[src/rtl/assert_macros.svh]
// assertion helpers shared by the rtl modules
// each expects clk and rst_n in scope
`ifndef ASSERT_MACROS_SVH
`define ASSERT_MACROS_SVH

// same-cycle implication
`define ASSERT_SAME(label, ante, cons, msg) \
  label: assert property (@(posedge clk) disable iff (!rst_n) (ante) |-> (cons)) \
    else $error(msg);

// next-cycle implication
`define ASSERT_NEXT(label, ante, cons, msg) \
  label: assert property (@(posedge clk) disable iff (!rst_n) (ante) |=> (cons)) \
    else $error(msg);

`endif

[src/rtl/bdi_pkg.sv]
// ----------------------------------------------------------------------------
// bdi_pkg
// Shared types, codes and defaults of the bellows direction and intensity block.
// ----------------------------------------------------------------------------
package bdi_pkg;

  localparam int SUM_BITS_DEF   = 13;
  localparam int FULL_SCALE_DEF = 1024;

  localparam int CFG_IDX_W  = 3;
  localparam int CFG_DATA_W = 13;
  localparam int CENTER_W   = 13;
  localparam int DEAD_W     = 12;
  localparam int HYST_W     = 12;
  localparam int FULL_W     = 13;
  localparam int SCALE_W    = 10;

  localparam logic [CENTER_W-1:0] CENTER_RST     = 13'd4096;
  localparam logic [DEAD_W-1:0]   DEAD_RST       = 12'd64;
  localparam logic [HYST_W-1:0]   HYST_RST       = 12'd16;
  localparam logic [FULL_W-1:0]   FULL_PUSH_RST  = 13'd1024;
  localparam logic [FULL_W-1:0]   FULL_PULL_RST  = 13'd7168;
  localparam logic [SCALE_W-1:0]  SCALE_MID_RST  = 10'd384;
  localparam logic [SCALE_W-1:0]  SCALE_HIGH_RST = 10'd512;

  localparam logic [SCALE_W-1:0] Q8_UNITY = 10'd256;
  localparam int                 Q8_SHIFT = 8;

  localparam logic [1:0] SENS_MID  = 2'd1;
  localparam logic [1:0] SENS_HIGH = 2'd2;

  typedef enum logic [CFG_IDX_W-1:0] {
    REG_CENTER     = 3'd0,
    REG_DEAD       = 3'd1,
    REG_HYST       = 3'd2,
    REG_FULL_PUSH  = 3'd3,
    REG_FULL_PULL  = 3'd4,
    REG_SCALE_MID  = 3'd5,
    REG_SCALE_HIGH = 3'd6
  } reg_idx_t;

  typedef enum logic [1:0] {
    DIR_NEUTRAL = 2'd0,
    DIR_PUSH    = 2'd1,
    DIR_PULL    = 2'd2
  } dir_t;

  typedef enum logic [1:0] {
    INT_ZERO = 2'd0,
    INT_FULL = 2'd1,
    INT_DIV  = 2'd2
  } inten_mode_t;

  typedef enum logic [2:0] {
    ST_IDLE  = 3'd0,
    ST_CLASS = 3'd1,
    ST_DIV   = 3'd2,
    ST_MULT  = 3'd3,
    ST_WRITE = 3'd4
  } state_t;

  typedef struct packed {
    logic load_in;
    logic classify;
    logic mult;
    logic write_out;
  } ctrl_cmd_t;

  typedef struct packed {
    logic need_div;
    logic div_busy;
    logic div_last;
    logic out_free;
  } dp_sts_t;

endpackage

[src/rtl/bdi_ctrl.sv]
// ----------------------------------------------------------------------------
// bdi_ctrl
// Sequencer: accept, classify, divide when needed, scale, write to the output register.
// ----------------------------------------------------------------------------
`include "assert_macros.svh"

module bdi_ctrl import bdi_pkg::*; (
  input  logic       clk,
  input  logic       rst_n,
  input  logic       in_tvalid,
  output logic       in_tready,
  output ctrl_cmd_t  cmd,
  input  dp_sts_t    sts
);

  state_t state_r;
  state_t state_nxt;

  always_ff @(posedge clk) begin
    if (!rst_n) begin
      state_r <= ST_IDLE;
    end else begin
      state_r <= state_nxt;
    end
  end

  always_comb begin
    state_nxt = state_r;
    case (state_r)
      ST_IDLE: begin
        if (in_tvalid) state_nxt = ST_CLASS;
      end
      ST_CLASS: begin
        state_nxt = sts.need_div ? ST_DIV : ST_MULT;
      end
      ST_DIV: begin
        if (sts.div_last) state_nxt = ST_MULT;
      end
      ST_MULT: begin
        state_nxt = ST_WRITE;
      end
      ST_WRITE: begin
        if (sts.out_free) state_nxt = ST_IDLE;
      end
      default: begin
        state_nxt = ST_IDLE;
      end
    endcase
  end

  always_comb begin
    in_tready     = 1'b0;
    cmd           = '0;
    case (state_r)
      ST_IDLE: begin
        // no beat is taken while reset is held
        in_tready   = rst_n;
        cmd.load_in = in_tvalid && rst_n;
      end
      ST_CLASS: begin
        cmd.classify = 1'b1;
      end
      ST_MULT: begin
        cmd.mult = 1'b1;
      end
      ST_WRITE: begin
        cmd.write_out = sts.out_free;
      end
      default: begin
        in_tready = 1'b0;
      end
    endcase
  end

  `ASSERT_SAME(a_div_only_in_div, sts.div_busy, state_r == ST_DIV, "divider busy outside divide step")
  `ASSERT_NEXT(a_accept_to_class, in_tvalid && in_tready, state_r == ST_CLASS, "accepted beat not classified")
  `ASSERT_NEXT(a_div_holds, (state_r == ST_DIV) && !sts.div_last, state_r == ST_DIV, "left divide early")

endmodule

[src/rtl/bdi_div.sv]
// ----------------------------------------------------------------------------
// bdi_div
// Restoring divider, one quotient bit per cycle; quotient known below 2**QB.
// ----------------------------------------------------------------------------
`include "assert_macros.svh"

module bdi_div import bdi_pkg::*; #(
  parameter int DW = 15,
  parameter int QB = 10
) (
  input  logic             clk,
  input  logic             rst_n,
  input  logic             start,
  input  logic [DW+QB-1:0] numer,
  input  logic [DW-1:0]    divisor,
  output logic             busy,
  output logic             last,
  output logic [QB-1:0]    quot
);

  localparam int CW = $clog2(QB);

  logic          busy_r;
  logic [CW-1:0] cnt_r;
  logic [DW-1:0] rem_r;
  logic [DW-1:0] div_r;
  logic [QB-1:0] low_r;
  logic [QB-1:0] quot_r;

  logic [DW:0] trial;
  logic [DW:0] diff;
  logic        ge;

  assign trial = {rem_r, low_r[QB-1]};
  assign diff  = trial - {1'b0, div_r};
  assign ge    = trial >= {1'b0, div_r};
  assign last  = busy_r && (cnt_r == CW'(QB - 1));
  assign busy  = busy_r;
  assign quot  = quot_r;

  always_ff @(posedge clk) begin
    if (!rst_n) begin
      busy_r <= 1'b0;
      cnt_r  <= '0;
    end else if (start) begin
      busy_r <= 1'b1;
      cnt_r  <= '0;
    end else if (busy_r) begin
      cnt_r <= cnt_r + 1'b1;
      if (last) busy_r <= 1'b0;
    end
  end

  always_ff @(posedge clk) begin
    if (start) begin
      rem_r  <= numer[DW+QB-1:QB];
      low_r  <= numer[QB-1:0];
      div_r  <= divisor;
      quot_r <= '0;
    end else if (busy_r) begin
      rem_r  <= ge ? diff[DW-1:0] : trial[DW-1:0];
      low_r  <= {low_r[QB-2:0], 1'b0};
      quot_r <= {quot_r[QB-2:0], ge};
    end
  end

  `ASSERT_NEXT(a_rem_below_div, busy_r, rem_r < div_r, "partial remainder not below divisor")

endmodule

[src/rtl/bdi_datapath.sv]
// ----------------------------------------------------------------------------
// bdi_datapath
// Settings registers, direction state, classifier, divider, scaler and the
// output register.
// ----------------------------------------------------------------------------
`include "assert_macros.svh"

module bdi_datapath import bdi_pkg::*; #(
  parameter int SUM_BITS   = SUM_BITS_DEF,
  parameter int FULL_SCALE = FULL_SCALE_DEF,
  parameter int IW         = $clog2(FULL_SCALE + 1)
) (
  input  logic                  clk,
  input  logic                  rst_n,
  input  ctrl_cmd_t             cmd,
  output dp_sts_t               sts,
  input  logic [SUM_BITS-1:0]   in_hall_sum,
  input  logic [1:0]            in_sens_level,
  input  logic                  cfg_valid,
  input  logic [CFG_IDX_W-1:0]  cfg_index,
  input  logic [CFG_DATA_W-1:0] cfg_data,
  output logic                  out_tvalid,
  input  logic                  out_tready,
  output logic [1:0]            out_direction,
  output logic [IW-1:0]         out_intensity
);

  localparam int EW = ((SUM_BITS > CENTER_W) ? SUM_BITS : CENTER_W) + 3;
  localparam int DW = EW - 1;
  localparam int QB = $clog2(FULL_SCALE);
  localparam int NW = DW + QB;
  localparam int PW = IW + SCALE_W;

  // settings
  logic [CENTER_W-1:0] center_r;
  logic [DEAD_W-1:0]   dead_r;
  logic [HYST_W-1:0]   hyst_r;
  logic [FULL_W-1:0]   full_push_r;
  logic [FULL_W-1:0]   full_pull_r;
  logic [SCALE_W-1:0]  scale_mid_r;
  logic [SCALE_W-1:0]  scale_high_r;

  always_ff @(posedge clk) begin
    if (!rst_n) begin
      center_r     <= CENTER_RST;
      dead_r       <= DEAD_RST;
      hyst_r       <= HYST_RST;
      full_push_r  <= FULL_PUSH_RST;
      full_pull_r  <= FULL_PULL_RST;
      scale_mid_r  <= SCALE_MID_RST;
      scale_high_r <= SCALE_HIGH_RST;
    end else if (cfg_valid) begin
      case (cfg_index)
        REG_CENTER:     center_r     <= cfg_data[CENTER_W-1:0];
        REG_DEAD:       dead_r       <= cfg_data[DEAD_W-1:0];
        REG_HYST:       hyst_r       <= cfg_data[HYST_W-1:0];
        REG_FULL_PUSH:  full_push_r  <= cfg_data[FULL_W-1:0];
        REG_FULL_PULL:  full_pull_r  <= cfg_data[FULL_W-1:0];
        REG_SCALE_MID:  scale_mid_r  <= cfg_data[SCALE_W-1:0];
        REG_SCALE_HIGH: scale_high_r <= cfg_data[SCALE_W-1:0];
        default:        center_r     <= center_r;
      endcase
    end
  end

  // input item
  logic [SUM_BITS-1:0] hall_r;
  logic [1:0]          sens_r;

  always_ff @(posedge clk) begin
    if (cmd.load_in) begin
      hall_r <= in_hall_sum;
      sens_r <= in_sens_level;
    end
  end

  // classification
  logic signed [EW-1:0] v_s;
  logic signed [EW-1:0] push_lim;
  logic signed [EW-1:0] pull_lim;
  logic signed [EW-1:0] hyst_s;
  logic signed [EW-1:0] d_c;
  logic signed [EW-1:0] span_c;
  dir_t                 dir_r;
  dir_t                 dir_c;
  inten_mode_t          mode_c;
  inten_mode_t          mode_r;

  assign v_s      = EW'(hall_r);
  assign hyst_s   = EW'(hyst_r);
  assign push_lim = EW'(center_r) - EW'(dead_r);
  assign pull_lim = EW'(center_r) + EW'(dead_r);

  always_comb begin
    case (dir_r)
      DIR_PUSH: dir_c = (v_s >= push_lim + hyst_s) ? DIR_NEUTRAL : DIR_PUSH;
      DIR_PULL: dir_c = (v_s <= pull_lim - hyst_s) ? DIR_NEUTRAL : DIR_PULL;
      default: begin
        if (v_s < push_lim)      dir_c = DIR_PUSH;
        else if (v_s > pull_lim) dir_c = DIR_PULL;
        else                     dir_c = DIR_NEUTRAL;
      end
    endcase
  end

  always_comb begin
    case (dir_c)
      DIR_PUSH: begin
        d_c    = push_lim - v_s;
        span_c = push_lim - EW'(full_push_r);
      end
      DIR_PULL: begin
        d_c    = v_s - pull_lim;
        span_c = EW'(full_pull_r) - pull_lim;
      end
      default: begin
        d_c    = '0;
        span_c = '0;
      end
    endcase
  end

  // non-positive span saturates before the inside-band check
  always_comb begin
    if (dir_c == DIR_NEUTRAL)                                  mode_c = INT_ZERO;
    else if (span_c[EW-1] || span_c == '0 || d_c >= span_c)    mode_c = INT_FULL;
    else if (d_c[EW-1] || d_c == '0)                           mode_c = INT_ZERO;
    else                                                       mode_c = INT_DIV;
  end

  always_ff @(posedge clk) begin
    if (!rst_n) begin
      dir_r <= DIR_NEUTRAL;
    end else if (cmd.classify) begin
      dir_r <= dir_c;
    end
  end

  always_ff @(posedge clk) begin
    if (cmd.classify) mode_r <= mode_c;
  end

  // distance * FULL_SCALE / span
  logic [NW-1:0] numer;
  logic [QB-1:0] quot;
  logic          div_busy;
  logic          div_last;

  assign numer = NW'(d_c[DW-1:0]) * NW'(FULL_SCALE);

  bdi_div #(
    .DW(DW),
    .QB(QB)
  ) u_div (
    .clk     (clk),
    .rst_n   (rst_n),
    .start   (cmd.classify && (mode_c == INT_DIV)),
    .numer   (numer),
    .divisor (span_c[DW-1:0]),
    .busy    (div_busy),
    .last    (div_last),
    .quot    (quot)
  );

  // q8 scaling
  logic [IW-1:0]      inten_sel;
  logic [SCALE_W-1:0] scale_sel;
  logic [PW-1:0]      prod_r;
  logic [PW-1:0]      shifted;
  logic [IW-1:0]      clamped;

  always_comb begin
    case (mode_r)
      INT_FULL: inten_sel = IW'(FULL_SCALE);
      INT_DIV:  inten_sel = IW'(quot);
      default:  inten_sel = '0;
    endcase
    case (sens_r)
      SENS_MID:  scale_sel = scale_mid_r;
      SENS_HIGH: scale_sel = scale_high_r;
      default:   scale_sel = Q8_UNITY;
    endcase
  end

  always_ff @(posedge clk) begin
    if (cmd.mult) prod_r <= PW'(inten_sel) * PW'(scale_sel);
  end

  assign shifted = prod_r >> Q8_SHIFT;
  assign clamped = (shifted > PW'(FULL_SCALE)) ? IW'(FULL_SCALE) : shifted[IW-1:0];

  // output register
  logic          out_valid_r;
  logic [1:0]    out_dir_r;
  logic [IW-1:0] out_inten_r;

  always_ff @(posedge clk) begin
    if (!rst_n) begin
      out_valid_r <= 1'b0;
    end else if (cmd.write_out) begin
      out_valid_r <= 1'b1;
    end else if (out_tready) begin
      out_valid_r <= 1'b0;
    end
  end

  always_ff @(posedge clk) begin
    if (cmd.write_out) begin
      out_dir_r   <= dir_r;
      out_inten_r <= clamped;
    end
  end

  assign out_tvalid    = out_valid_r;
  assign out_direction = out_dir_r;
  assign out_intensity = out_inten_r;

  assign sts.need_div = (mode_c == INT_DIV);
  assign sts.div_busy = div_busy;
  assign sts.div_last = div_last;
  assign sts.out_free = !out_valid_r || out_tready;

  `ASSERT_SAME(a_inten_clamped, out_valid_r, out_inten_r <= IW'(FULL_SCALE), "intensity above full scale")

endmodule

[src/rtl/bellows_direction_intensity.sv]
// ----------------------------------------------------------------------------
// bellows_direction_intensity
// Deadzone and hysteresis direction classifier with a scaled intensity.
//
//   channel | dir | handshake            | payload
//   --------+-----+----------------------+--------------------------------
//   in      | in  | in_tvalid/in_tready  | in_tdata: hall_sum, sens_level
//   out     | out | out_tvalid/out_tready| out_tdata: direction, intensity
//   cfg     | in  | cfg_valid/cfg_ready  | cfg_index, cfg_data
//
// An item passes from accept through the classify, multiply and write steps to
// out_tvalid; when a division is needed the one-bit-per-cycle restoring divider
// runs between classify and multiply. The next item is accepted in the cycle
// after the result enters the output register.
// Reset (synchronous) loads the register defaults and a neutral direction.
// A result waiting in the output register does not block the next accept; a
// second result stalls in its write step until the first beat is taken.
// ----------------------------------------------------------------------------
module bellows_direction_intensity import bdi_pkg::*; #(
  parameter int SUM_BITS   = SUM_BITS_DEF,
  parameter int FULL_SCALE = FULL_SCALE_DEF,
  parameter int IW         = $clog2(FULL_SCALE + 1),
  parameter int IN_W       = ((SUM_BITS + 2 + 7) / 8) * 8,
  parameter int OUT_W      = ((2 + IW + 7) / 8) * 8
) (
  input  logic                  clk,
  input  logic                  rst_n,
  input  logic                  in_tvalid,
  output logic                  in_tready,
  input  logic [IN_W-1:0]       in_tdata,    // hall_sum, sens_level, zero pad
  output logic                  out_tvalid,
  input  logic                  out_tready,
  output logic [OUT_W-1:0]      out_tdata,   // direction, intensity, zero pad
  input  logic                  cfg_valid,
  output logic                  cfg_ready,
  input  logic [CFG_IDX_W-1:0]  cfg_index,
  input  logic [CFG_DATA_W-1:0] cfg_data
);

  ctrl_cmd_t     cmd;
  dp_sts_t       sts;
  logic [1:0]    direction;
  logic [IW-1:0] intensity;

  assign cfg_ready = rst_n;
  assign out_tdata = OUT_W'({intensity, direction});

  bdi_ctrl u_ctrl (
    .clk       (clk),
    .rst_n     (rst_n),
    .in_tvalid (in_tvalid),
    .in_tready (in_tready),
    .cmd       (cmd),
    .sts       (sts)
  );

  bdi_datapath #(
    .SUM_BITS   (SUM_BITS),
    .FULL_SCALE (FULL_SCALE),
    .IW         (IW)
  ) u_dp (
    .clk           (clk),
    .rst_n         (rst_n),
    .cmd           (cmd),
    .sts           (sts),
    .in_hall_sum   (in_tdata[SUM_BITS-1:0]),
    .in_sens_level (in_tdata[SUM_BITS+1:SUM_BITS]),
    .cfg_valid     (cfg_valid),
    .cfg_index     (cfg_index),
    .cfg_data      (cfg_data),
    .out_tvalid    (out_tvalid),
    .out_tready    (out_tready),
    .out_direction (direction),
    .out_intensity (intensity)
  );

endmodule

[config.mk]
export PLATFORM = sky130hd
export DESIGN_NAME = bellows_direction_intensity
export DESIGN_NICKNAME = d
export VERILOG_FILES = /design/src/rtl/bdi_pkg.sv /design/src/rtl/bdi_ctrl.sv /design/src/rtl/bdi_div.sv /design/src/rtl/bdi_datapath.sv /design/src/rtl/bellows_direction_intensity.sv
export VERILOG_INCLUDE_DIRS = /design/src /design/src/rtl
export SDC_FILE = /design/constraint.sdc
export NUM_CORES = 1
export LEC_CHECK = 0
export ABC_AREA = 1
export BUFFER_PORTS_ARGS = -buffer_cell sky130_fd_sc_hd__buf_2
export CAP_MARGIN = 10
export CORE_ASPECT_RATIO = 1.2
export CORE_MARGIN = 4
export CORE_UTILIZATION = 28
export DETAILED_ROUTE_END_ITERATION = 8
export GPL_ROUTABILITY_DRIVEN = 0
export PLACE_DENSITY = 0.45
export SLEW_MARGIN = 20
export SYNTH_ARGS = -nofsm -noshare
export SYNTH_HDL_FRONTEND = slang
export SYNTH_SLANG_ARGS = --single-unit
[constraint.sdc]
create_clock -name clk -period 13.87 [get_ports clk]
set_input_delay 2.0805 -clock clk [delete_from_list [all_inputs] [get_ports clk]]
set_output_delay 2.0805 -clock clk [all_outputs]
set_load 0.01 [all_outputs]
==> summary.md, run 1 <==
| Metric | Value |
|---|---|
| Top-count cell post-synth | `nand2_1` |
| Crit Path Max Fanout | `30` |
| Synth top area cells | `ha_1 16%, edfxtp_1 12%, dfxtp_1 12%` |
| Seq cells post-synth | `between 150 and 200` |
| Synth Warn # | `0` |
| Max-cap violation count | `0` |
| Vias | `15900` |
| TritonRoute pass-1 iters | `5` |
| Lkg Pwr | `around 9.8 nW` |
| Site Rows | `101` |
| Mean post-synth cell area | `7.12 um2` |
| Most common library cells after synthesis | `528 x nand2_1, 440 x inv_1, 269 x nor2_1` |
| Critical path required time | `13.96 ns` |
| Ys flop type | `dfxtp_1` |
| RSZ-0062 raised after global routing | `no` |
| Clock Latency Late Sink | `0.48 ns` |
| Initial Utilization | `28.3%` |
| Pwr Density | `roughly 140 nW/um2` |
| Die height | `approximately 280 um` |
| P&R area growth vs syn | `9.48%` |
| CTS H-tree lvls | `4` |
| Crit Path Class | `reg2reg` |
| Largest net degree at the start of global routing | `between 50 and 60` |
| Vias in the first global route | `15900` |
| Largest area contributor in the netlist | `ha_1` |
| Worst rel slew slack | `between 30 and 40%` |
| Tcrit/Tclk final | `76.6%` |
| Number of synthesized flops with an enable pin | `73` |
| I/O pins | `56` |
| Routed len/inst | `roughly 16 um` |
| Port bufs | `51` |
| Top cell by count, worst path | `nand2_1` |
| Mapped Area | `17900 um2` |
| Initial antenna violation count | `2` |
| Core area | `63200 um2` |
| CP endpoint kind | `flip-flop` |
| Syn Inst Count | `2507` |
| Final slew viol count | `0` |
| Seq/Total Area, Yosys | `between 20% and 30%` |
| Post-CTS setup buffers | `0` |
| Chip width | `239 um` |
| # DRC | `0` |
| First DRT Iteration DRCs | `810` |
| VDD IR-drop max | `0.0823 mV` |
| Routed Antenna Nets | `0` |
| Global-route wire length before repair | `roughly 87000 um` |
| Final net count | `2876` |
| Cts bufs inserted | `17` |
| Filler Cell Count | `6945` |
| Tmin final | `10.63 ns` |
| Vias per cell | `between 4 and 5` |
| Worst slew pin tran | `0.951 ns` |
| GR Util All Layers | `16.5%` |
| Hold_buf cts | `0` |
| Hold/Removal Path Class | `reg2reg` |
| Share of cells above drive strength 1 | `5.57%` |
| Die footprint | `between 60000 and 70000 um2` |
| Drt total wl | `55300 um` |
| CTS tree | `yes` |
| Setup_tns | `0 ns` |
| Pwr Total | `2.77 mW` |
| Crit start category | `flip-flop` |
| CTS sink count | `177` |
| Root Buffer | `clkbuf_16` |
| Grt total ovfl | `0` |
| Final setup fails | `0` |
| Critical Path Max Stage Delay | `0.79 ns` |
| Slowest cell on the critical path | `ha_1` |
| CTS resizes | `0` |
| Max frequency | `0.0941 GHz` |
| Fin Clk Skew | `approximately 0.016 ns` |
| Post-synthesis cell type count | `56` |
| Post-DP HPWL | `around 46000 um` |
| R2R Setup Slk | `3.24 ns` |
| CP arrival | `10.72 ns` |
| Area share of the largest cell type after synthesis | `15.7%` |
| Hold Fails Final Rpt | `0` |
| Ys async rst share | `0%` |
| Clk slew on worst S/H paths | `0.07 ns` |
| CTS Buffer Depth | `2` |
| Status | `completed` |
-- stage by stage --
step	setup WS, ns	cell area, um2	util [%]	hold slack [ns]	std cells
after floorplan	6.42	17900	-	0.429	2509
after global placement	3.30	19000	30.0	0.440	3342
after detailed placement	3.20	19000	30.1	0.446	3342
after CTS	3.12	19500	30.9	0.458	3374
after global routing	2.25	19600	30.9	0.476	3375
final	3.24	19600	30.9	0.455	3376
-- cell usage in the layout (no fill, tap or decap), types with 4 or more instances in the layout --
cell type	netlist	routed
nand2_1	528	528
inv_1	440	440
nor2_1	269	268
ha_1	224	224
a21oi_1	211	211
o21ai_0	151	151
nand3_1	120	119
dfxtp_1	104	104
fa_1	78	78
edfxtp_1	73	73
xor2_1	52	52
buf_2	8	51
nand4_1	25	25
xnor2_1	21	21
clkbuf_16	0	17
nor3_1	17	16
o21bai_1	15	15
o22ai_1	13	13
o211ai_1	11	11
or2_2	11	11
buf_4	7	9
o21ai_2	8	8
nand2_2	8	8
nor4_1	8	7
a31oi_1	7	7
nand3b_1	7	7
inv_2	6	6
nand3_2	4	5
a21o_1	5	5
clkinv_1	5	5
a211oi_1	4	4
-- sequential cells by signal, summed over array words and instances (netlist names) --
signal              count
u_dp.scale_high_r      10
u_dp.dir_r              2
u_dp.center_r          13
u_ctrl.state_r          3
u_dp.hall_r            13
u_dp.dead_r            12
u_dp.mode_r             2
u_dp.u_div.busy         1
u_dp.full_push_r       13
u_dp.scale_mid_r       10
u_dp.full_pull_r       13
u_dp.out_tvalid         1
u_dp.sens_r             2
u_dp.out_intensity     11
u_dp.u_div.quot        10
u_dp.prod_r            13
u_dp.hyst_r            12
u_dp.u_div.div_r       15
u_dp.u_div.rem_r       15
u_dp.out_direction      2
u_dp.u_div.cnt_r        4
-- worst paths after layout --
path,cells after the start,to,from
worst max-delay path,48,u_dp.u_div.div_r[10],u_dp.dead_r[0]
worst min-delay path,2,u_dp.scale_mid_r[1],u_dp.scale_mid_r[1]
worst max register to register,48,u_dp.u_div.div_r[10],u_dp.dead_r[0]
worst min register to register,2,u_dp.scale_mid_r[1],u_dp.scale_mid_r[1]
-- power breakdown --
group | total, mW | leakage (nW) | internal [mW] | switching [mW]
combinational | 1.58 | 8.04 | 0.528 | 1.05
clock | 0.477 | 0.265 | 0.243 | 0.235
sequential | 0.710 | 1.52 | 0.659 | 0.0512
-- worst max-delay path, delay by kind of cell (launching register included) --
kind | cells | cell delay [ns]
AO/OA/AOI/OAI | 12 | 2.55
buffers and inverters | 6 | 1.62
adder cells (fa/ha/maj) | 6 | 2.37
flip-flops | 1 | 0.37
XOR/XNOR | 2 | 0.47
AND/OR/NAND/NOR | 22 | 2.85
-- layout make-up --
| cell class | count | area [um2] | area share (%) |
|---|---|---|---|
| antenna | 2 | 5.00 | 0.0256 |
| sequential | 177 | 4270 | 21.9 |
| inverter | 451 | 1690 | 8.66 |
| clock inverter | 11 | 93.8 | 0.480 |
| clock buffer | 21 | 460 | 2.35 |
| multi-input combinational | 1830 | 11700 | 59.7 |
| tap | 824 | 1030 | 5.27 |
| timing repair buffer | 60 | 323 | 1.65 |
-- routing by layer --
metal / vias up / part of all wire (%) / GRT usage [%]
met2: 294 / 49 / 28.7
met4: 0 / 4.3 / 7.33
li1: 8152 / - / -
met3: 89 / 3.1 / 2.61
met5: - / 0 / 0
met1: 7315 / 44 / 20.1
-- kinds of logic (layout without fill, tap and decap cells) --
family	count (synthesis)	count (layout)	synth area share [%]
other cells	1	5	0.0210
fa+ha+maj	302	302	24.4
buf+inv	502	543	10.9
simple gates	1008	1008	23.5
compound gates	444	444	13.6
flops	177	177	23.9
xor+xnor	73	73	3.58
Note: power is estimated with default switching activity, not from simulation.
==> run 2, diff against run 1 <==
Settings changed: PLACE_DENSITY 0.45 to 0.47.
Clock period 13.87 ns to 8.6 ns, I/O delays scaled along.
==> summary.md, run 2 (synthesized netlist as in run 1, its figures left out) <==
| Metric | Value |
|---|---|
| P&R area growth vs syn | `11.4%` |
| I/O pins | `56` |
| Largest net degree at the start of global routing | `48` |
| GR Util All Layers | `16.4%` |
| Initial Utilization | `28.3%` |
| Initial antenna violation count | `1` |
| Chip width | `around 240 um` |
| RSZ-0062 raised after global routing | `no` |
| Hold endpoint | `u_dp.scale_mid_r[4]` |
| TritonRoute pass-1 iters | `5` |
| Hold slack | `0.453 ns` |
| Crit Path Class | `reg2reg` |
| Clk slew on worst S/H paths | `around 0.070 ns` |
| First DRT Iteration DRCs | `902` |
| CTS sink count | `177` |
| Reg area | `~4300 um2` |
| CP endpoint kind | `flip-flop` |
| Hold Crit Depth | `2` |
| Max frequency | `0.126 GHz` |
| Pre-CTS WS | `0.354 ns` |
| Crit start category | `flip-flop` |
| Setup_tns | `0 ns` |
| Status | `completed` |
| Post-DP HPWL | `around 46000 um` |
| R2R Path End | `u_dp.u_div.rem_r[13]` |
| Root Buffer | `clkbuf_16` |
| Multi-input gate area | `11700 um2` |
| Grt total ovfl | `0` |
| Worst rel slew slack | `39.5%` |
| Vias | `16100` |
| Final slew viol count | `0` |
| Worst path bufs/invs | `8` |
| # DRC | `0` |
| CTS Buffer Depth | `2` |
| Hold Fails Final Rpt | `0` |
| Most frequent cells in the layout | `528 x nand2_1, 440 x inv_1, 268 x nor2_1, 224 x ha_1, 210 x a21oi_1` |
| Critical Path Max Stage Delay | `around 0.40 ns` |
| R2R Setup Slk | `0.64 ns` |
| GR Util met1 | `19.8%` |
| Final net count | `2908` |
| CP arrival | `8.19 ns` |
| Cts bufs inserted | `17` |
| Hold/Removal Path Class | `reg2reg` |
| Lkg Pwr | `10.0 nW` |
| Die height | `285 um` |
| Share of cells above drive strength 1 | `between 7 and 8%` |
| Site Rows | `101` |
| Post-DP Area | `19300 um2` |
| Grt met2 use | `29.7%` |
| Hold_buf cts | `0` |
| Die footprint | `67900 um2` |
| Routed Antenna Nets | `0` |
| Tmin final | `7.96 ns` |
| Critical path required time | `8.83 ns` |
| Worst slew pin tran | `0.904 ns` |
| Most common cell after layout, fill and taps aside | `nand2_1` |
| Clock Latency Late Sink | `0.50 ns` |
| Core area | `around 63000 um2` |
| Port bufs | `51` |
| Vias per cell | `4.72` |
| CTS H-tree lvls | `4` |
| Routed len/inst | `16.3 um` |
| Met3 usage | `2.37%` |
| Final setup fails | `0` |
| Slowest cell on the critical path | `fa_1` |
| Worst r2r src | `u_dp.dead_r[0]` |
| Post-CTS setup buffers | `0` |
| Top Registers | `u_dp.u_div.div_r x15, u_dp.u_div.rem_r x15` |
| Crit path max-delay family | `simple AND/OR/NAND/NOR gates` |
| Worst reg-to-reg path cell count | `53` |
| Vias in the first global route | `between 15000 and 20000` |
| Filler Cell Count | `6902` |
| VDD IR-drop max | `0.108 mV` |
| CTS tree | `yes` |
| Design Area, Final | `19900 um2` |
| Tcrit/Tclk final | `a little over 90%` |
| Global-route wire length before repair | `87300 um` |
| HP Start | `u_dp.scale_mid_r[4]` |
| Fin Clk Skew | `0.0199 ns` |
| Crit Path Max Fanout | `28` |
| Final Worst Setup Slack | `about 0.64 ns` |
| Drt total wl | `roughly 56000 um` |
| Pwr Density | `232 nW/um2` |
| Top cell by count, worst path | `nand2_1` |
| Max-cap violation count | `0` |
| GRT busiest layer | `met2` |
## run 2: cell types whose count changed in the layout (fill, tap and decap cells not counted), sizes merged
| cell | change |
|---|---|
| clkinvlp | -2 |
| buf | +32 |
| diode | -1 |
| clkbuf | -2 |
| bufinv | +2 |
| clkinv | +2 |
## run 2: final cells by class
| type | instances | area share, % |
|---|---|---|
| Sequential cell | 177 | 21.5 |
| Clock inverter | 13 | 0.767 |
| Timing Repair Buffer | 92 | 3.02 |
| Inverter | 451 | 8.51 |
| Antenna cell | 1 | 0.0126 |
| Multi-Input combinational cell | 1830 | 58.8 |
| Tap cell | 824 | 5.18 |
| Clock buffer | 19 | 2.23 |
## run 2: how the worst max path moves through the flow
stage | from | end | slack (ns) | cells past startpoint
after floorplan | u_dp.dead_r[0] | u_dp.u_div.rem_r[0] | 1.15 | 46
after global placement | u_dp.dead_r[0] | u_dp.u_div.rem_r[13] | 0.32 | 50
after detailed placement | u_dp.dead_r[0] | u_dp.u_div.rem_r[13] | 0.35 | 50
after CTS | u_dp.dead_r[0] | u_dp.u_div.rem_r[13] | 0.30 | 50
after global routing | u_dp.dead_r[0] | u_dp.u_div.rem_r[13] | 0.01 | 53
final | u_dp.dead_r[0] | u_dp.u_div.rem_r[13] | 0.64 | 53
## run 2: timing repair
action                                  4_1_cts  5_1_grt
resized for setup                             0        7
hold endpoints to repair                      0        0
endpoints found under the setup margin        0       61
## run 2: stage by stage
stage | utilization (%) | total power [mW] | instances
4_1_cts | 31.4 | 4.66 | 3406
6_report | 31.5 | 4.61 | 3407
3_3_place_gp | 30.5 | 3.77 | 3374
5_1_grt | 31.5 | 5.06 | 3406
2_1_floorplan | - | 3.02 | 2509
3_5_place_dp | 30.5 | 3.80 | 3374
## run 2: power by group
part / switching (mW) / total [mW] / internal [mW]
clock network: 0.380 / 0.822 / 0.441
registers: 0.0843 / 1.15 / 1.06
logic: 1.72 / 2.65 / 0.932
total: 2.18 / 4.61 / 2.43
## run 2: tightest hold or removal path, cell delays in order, from the launching register on
cell     delay (ns)
dfxtp_1        0.30
inv_1          0.06
a21oi_1        0.05
## run 2: metal layers
metal | routed length, um | share of wire, %
met5 | 0 | 0
met4 | 1790 | 3.2
met3 | 1670 | 3.0
met2 | 28200 | 51
met1 | 24000 | 43
==> run 3, diff against run 2 <==
Settings changed: PLACE_DENSITY 0.47 to 0.45.
Clock period 8.6 ns to 10.2 ns, I/O delays scaled along.
==> summary.md, run 3 (synthesized netlist as in run 1, its figures left out) <==
| Metric | Value |
|---|---|
| Final Util | `a little under a third` |
| Tcrit/Tclk final | `just under 90%` |
| Die footprint | `67900 um2` |
| Grt total ovfl | `0` |
| CTS sink count | `177` |
| Worst r2r src | `u_dp.dead_r[0]` |
| Initial antenna violation count | `2` |
| Critical path required time | `a little over 10 ns` |
| Top cell by count, worst path | `nand2_1` |
| Clock group share of total power | `roughly 18%` |
| RSZ-0062 raised after global routing | `no` |
| Setup_tns | `0 ns` |
| Clk slew on worst S/H paths | `0.07 ns` |
| R2R Path End | `u_dp.u_div.div_r[5]` |
| CTS resizes | `0` |
| Share of cells above drive strength 1 | `under 10%` |
| Crit start category | `flip-flop` |
| Internal power | `1.96 mW` |
| Psw | `1.86 mW` |
| Chip width | `239 um` |
| Hold endpoint | `u_dp.scale_high_r[6]` |
| Crit Path Class | `reg2reg` |
| Final setup fails | `0` |
| Site Rows | `a little over 100` |
| Top Registers | `u_dp.u_div.div_r x15, u_dp.u_div.rem_r x15` |
| CTS H-tree lvls | `4` |
| Hold Crit Depth | `2` |
| Vias | `16000` |
| Crit Path Max Fanout | `30` |
| Worst slew pin tran | `1.03 ns` |
| Lkg Pwr | `around 9.9 nW` |
| Routed Antenna Nets | `0` |
| Most frequent cells in the layout | `528 x nand2_1, 440 x inv_1, 268 x nor2_1, 224 x ha_1, 211 x a21oi_1` |
| Tmin final | `9.12 ns` |
| CP endpoint kind | `flip-flop` |
| Die height | `285 um` |
| Critical Path Max Stage Delay | `0.41 ns` |
| Routed len/inst | `16.6 um` |
| CTS tree | `yes` |
| Worst rel slew slack | `31.7%` |
| Worst reg-to-reg path cell count | `49` |
| CP arrival | `9.29 ns` |
| P&R area growth vs syn | `10.0%` |
| Fin Clk Skew | `0.0186 ns` |
| Max-cap violation count | `0` |
| Hold Fails Final Rpt | `0` |
| R2R Setup Slk | `1.08 ns` |
| # DRC | `0` |
| HP Start | `u_dp.scale_high_r[6]` |
| Pwr Density | `a little under 200 nW/um2` |
| Comb pwr share | `a little under three fifths` |
| Slowest cell on the critical path | `a21oi_1` |
| Reg power frac | `between 20% and 30%` |
| Largest net degree at the start of global routing | `85` |
| Final slew viol count | `0` |
| Status | `completed` |
| Vias in the first global route | `around 16000` |
| Port bufs | `51` |
| Final net count | `2884` |
| Clock Latency Late Sink | `0.50 ns` |
| Sw Share | `48.8%` |
| Root Buffer | `clkbuf_16` |
| First DRT Iteration DRCs | `between 900 and 1000` |
| Hold_buf cts | `0` |
| Vias per cell | `4.74` |
| Drt total wl | `56200 um` |
| Cts bufs inserted | `17` |
| Hold/Removal Path Class | `reg2reg` |
| Post-CTS setup buffers | `0` |
| Core area | `63200 um2` |
| VDD IR-drop max | `0.108 mV` |
| Post-DP HPWL | `between 40000 and 50000 um` |
| CTS Buffer Depth | `2` |
| Initial Utilization | `between 20% and 30%` |
| GR Util All Layers | `16.6%` |
| Max frequency | `0.110 GHz` |
| I/O pins | `56` |
| TritonRoute pass-1 iters | `5` |
| Global-route wire length before repair | `88300 um` |
| Most common cell after layout, fill and taps aside | `nand2_1` |
run 3: power by group through the flow:
stage	clock (mW)	combinational, mW	sequential [mW]
finish	0.681	2.18	0.964
global route	0.735	2.47	0.977
CTS	0.713	2.19	0.966
detailed placement	0	2.17	0.982
global placement	0	2.15	0.980
floorplan	0	1.60	0.951
run 3: how the worst max path moves through the flow:
stage | start | to
6_report | u_dp.dead_r[0] | u_dp.u_div.div_r[5]
5_1_grt | u_dp.dead_r[0] | u_dp.u_div.rem_r[13]
4_1_cts | u_dp.dead_r[0] | u_dp.u_div.div_r[5]
3_5_place_dp | u_dp.dead_r[0] | u_dp.u_div.rem_r[13]
3_3_place_gp | u_dp.dead_r[0] | u_dp.u_div.rem_r[13]
2_1_floorplan | u_dp.dead_r[0] | u_dp.u_div.rem_r[0]
run 3: stage by stage:
step / area, um2 / hold WS (ns) / instances / total power, mW / worst slack [ns]
after CTS: 19600 / 0.460 / 3382 / 3.86 / 1.18
after global routing: 19600 / 0.476 / 3383 / 4.18 / 0.422
after floorplan: 17900 / 0.429 / 2509 / 2.55 / 2.75
after detailed placement: 19000 / 0.448 / 3350 / 3.15 / 1.21
after global placement: 19000 / 0.439 / 3350 / 3.13 / 1.30
final: 19700 / 0.459 / 3384 / 3.82 / 1.08
run 3: layer usage:
layer	up-vias	wire [um]	global-route usage, %
li1	8171	-	-
met1	7519	25000	20.6
met2	284	28100	29.7
met3	69	1370	1.85
met4	0	1750	6.13
met5	-	0	0
run 3: layout make-up:
type	instances	area (um2)
sequential	177	4270
tap	824	1030
clock inverter	15	165
inverter	451	1690
timing repair buffer	68	383
clock buffer	17	425
fill	6918	43500
multi-input combinational	1830	11700
antenna	2	5.00
run 3: critical path, delay by kind of cell, from the launching register on:
| family | cells | cell delay (ns) |
|---|---|---|
| AOI/OAI and AO/OA | 11 | 2.17 |
| xor gates and xnor gates | 2 | 0.47 |
| adders and majority gates | 6 | 1.86 |
| buffers and inverters | 8 | 1.17 |
| DFF | 1 | 0.38 |
| and+or+nand+nor | 22 | 2.73 |
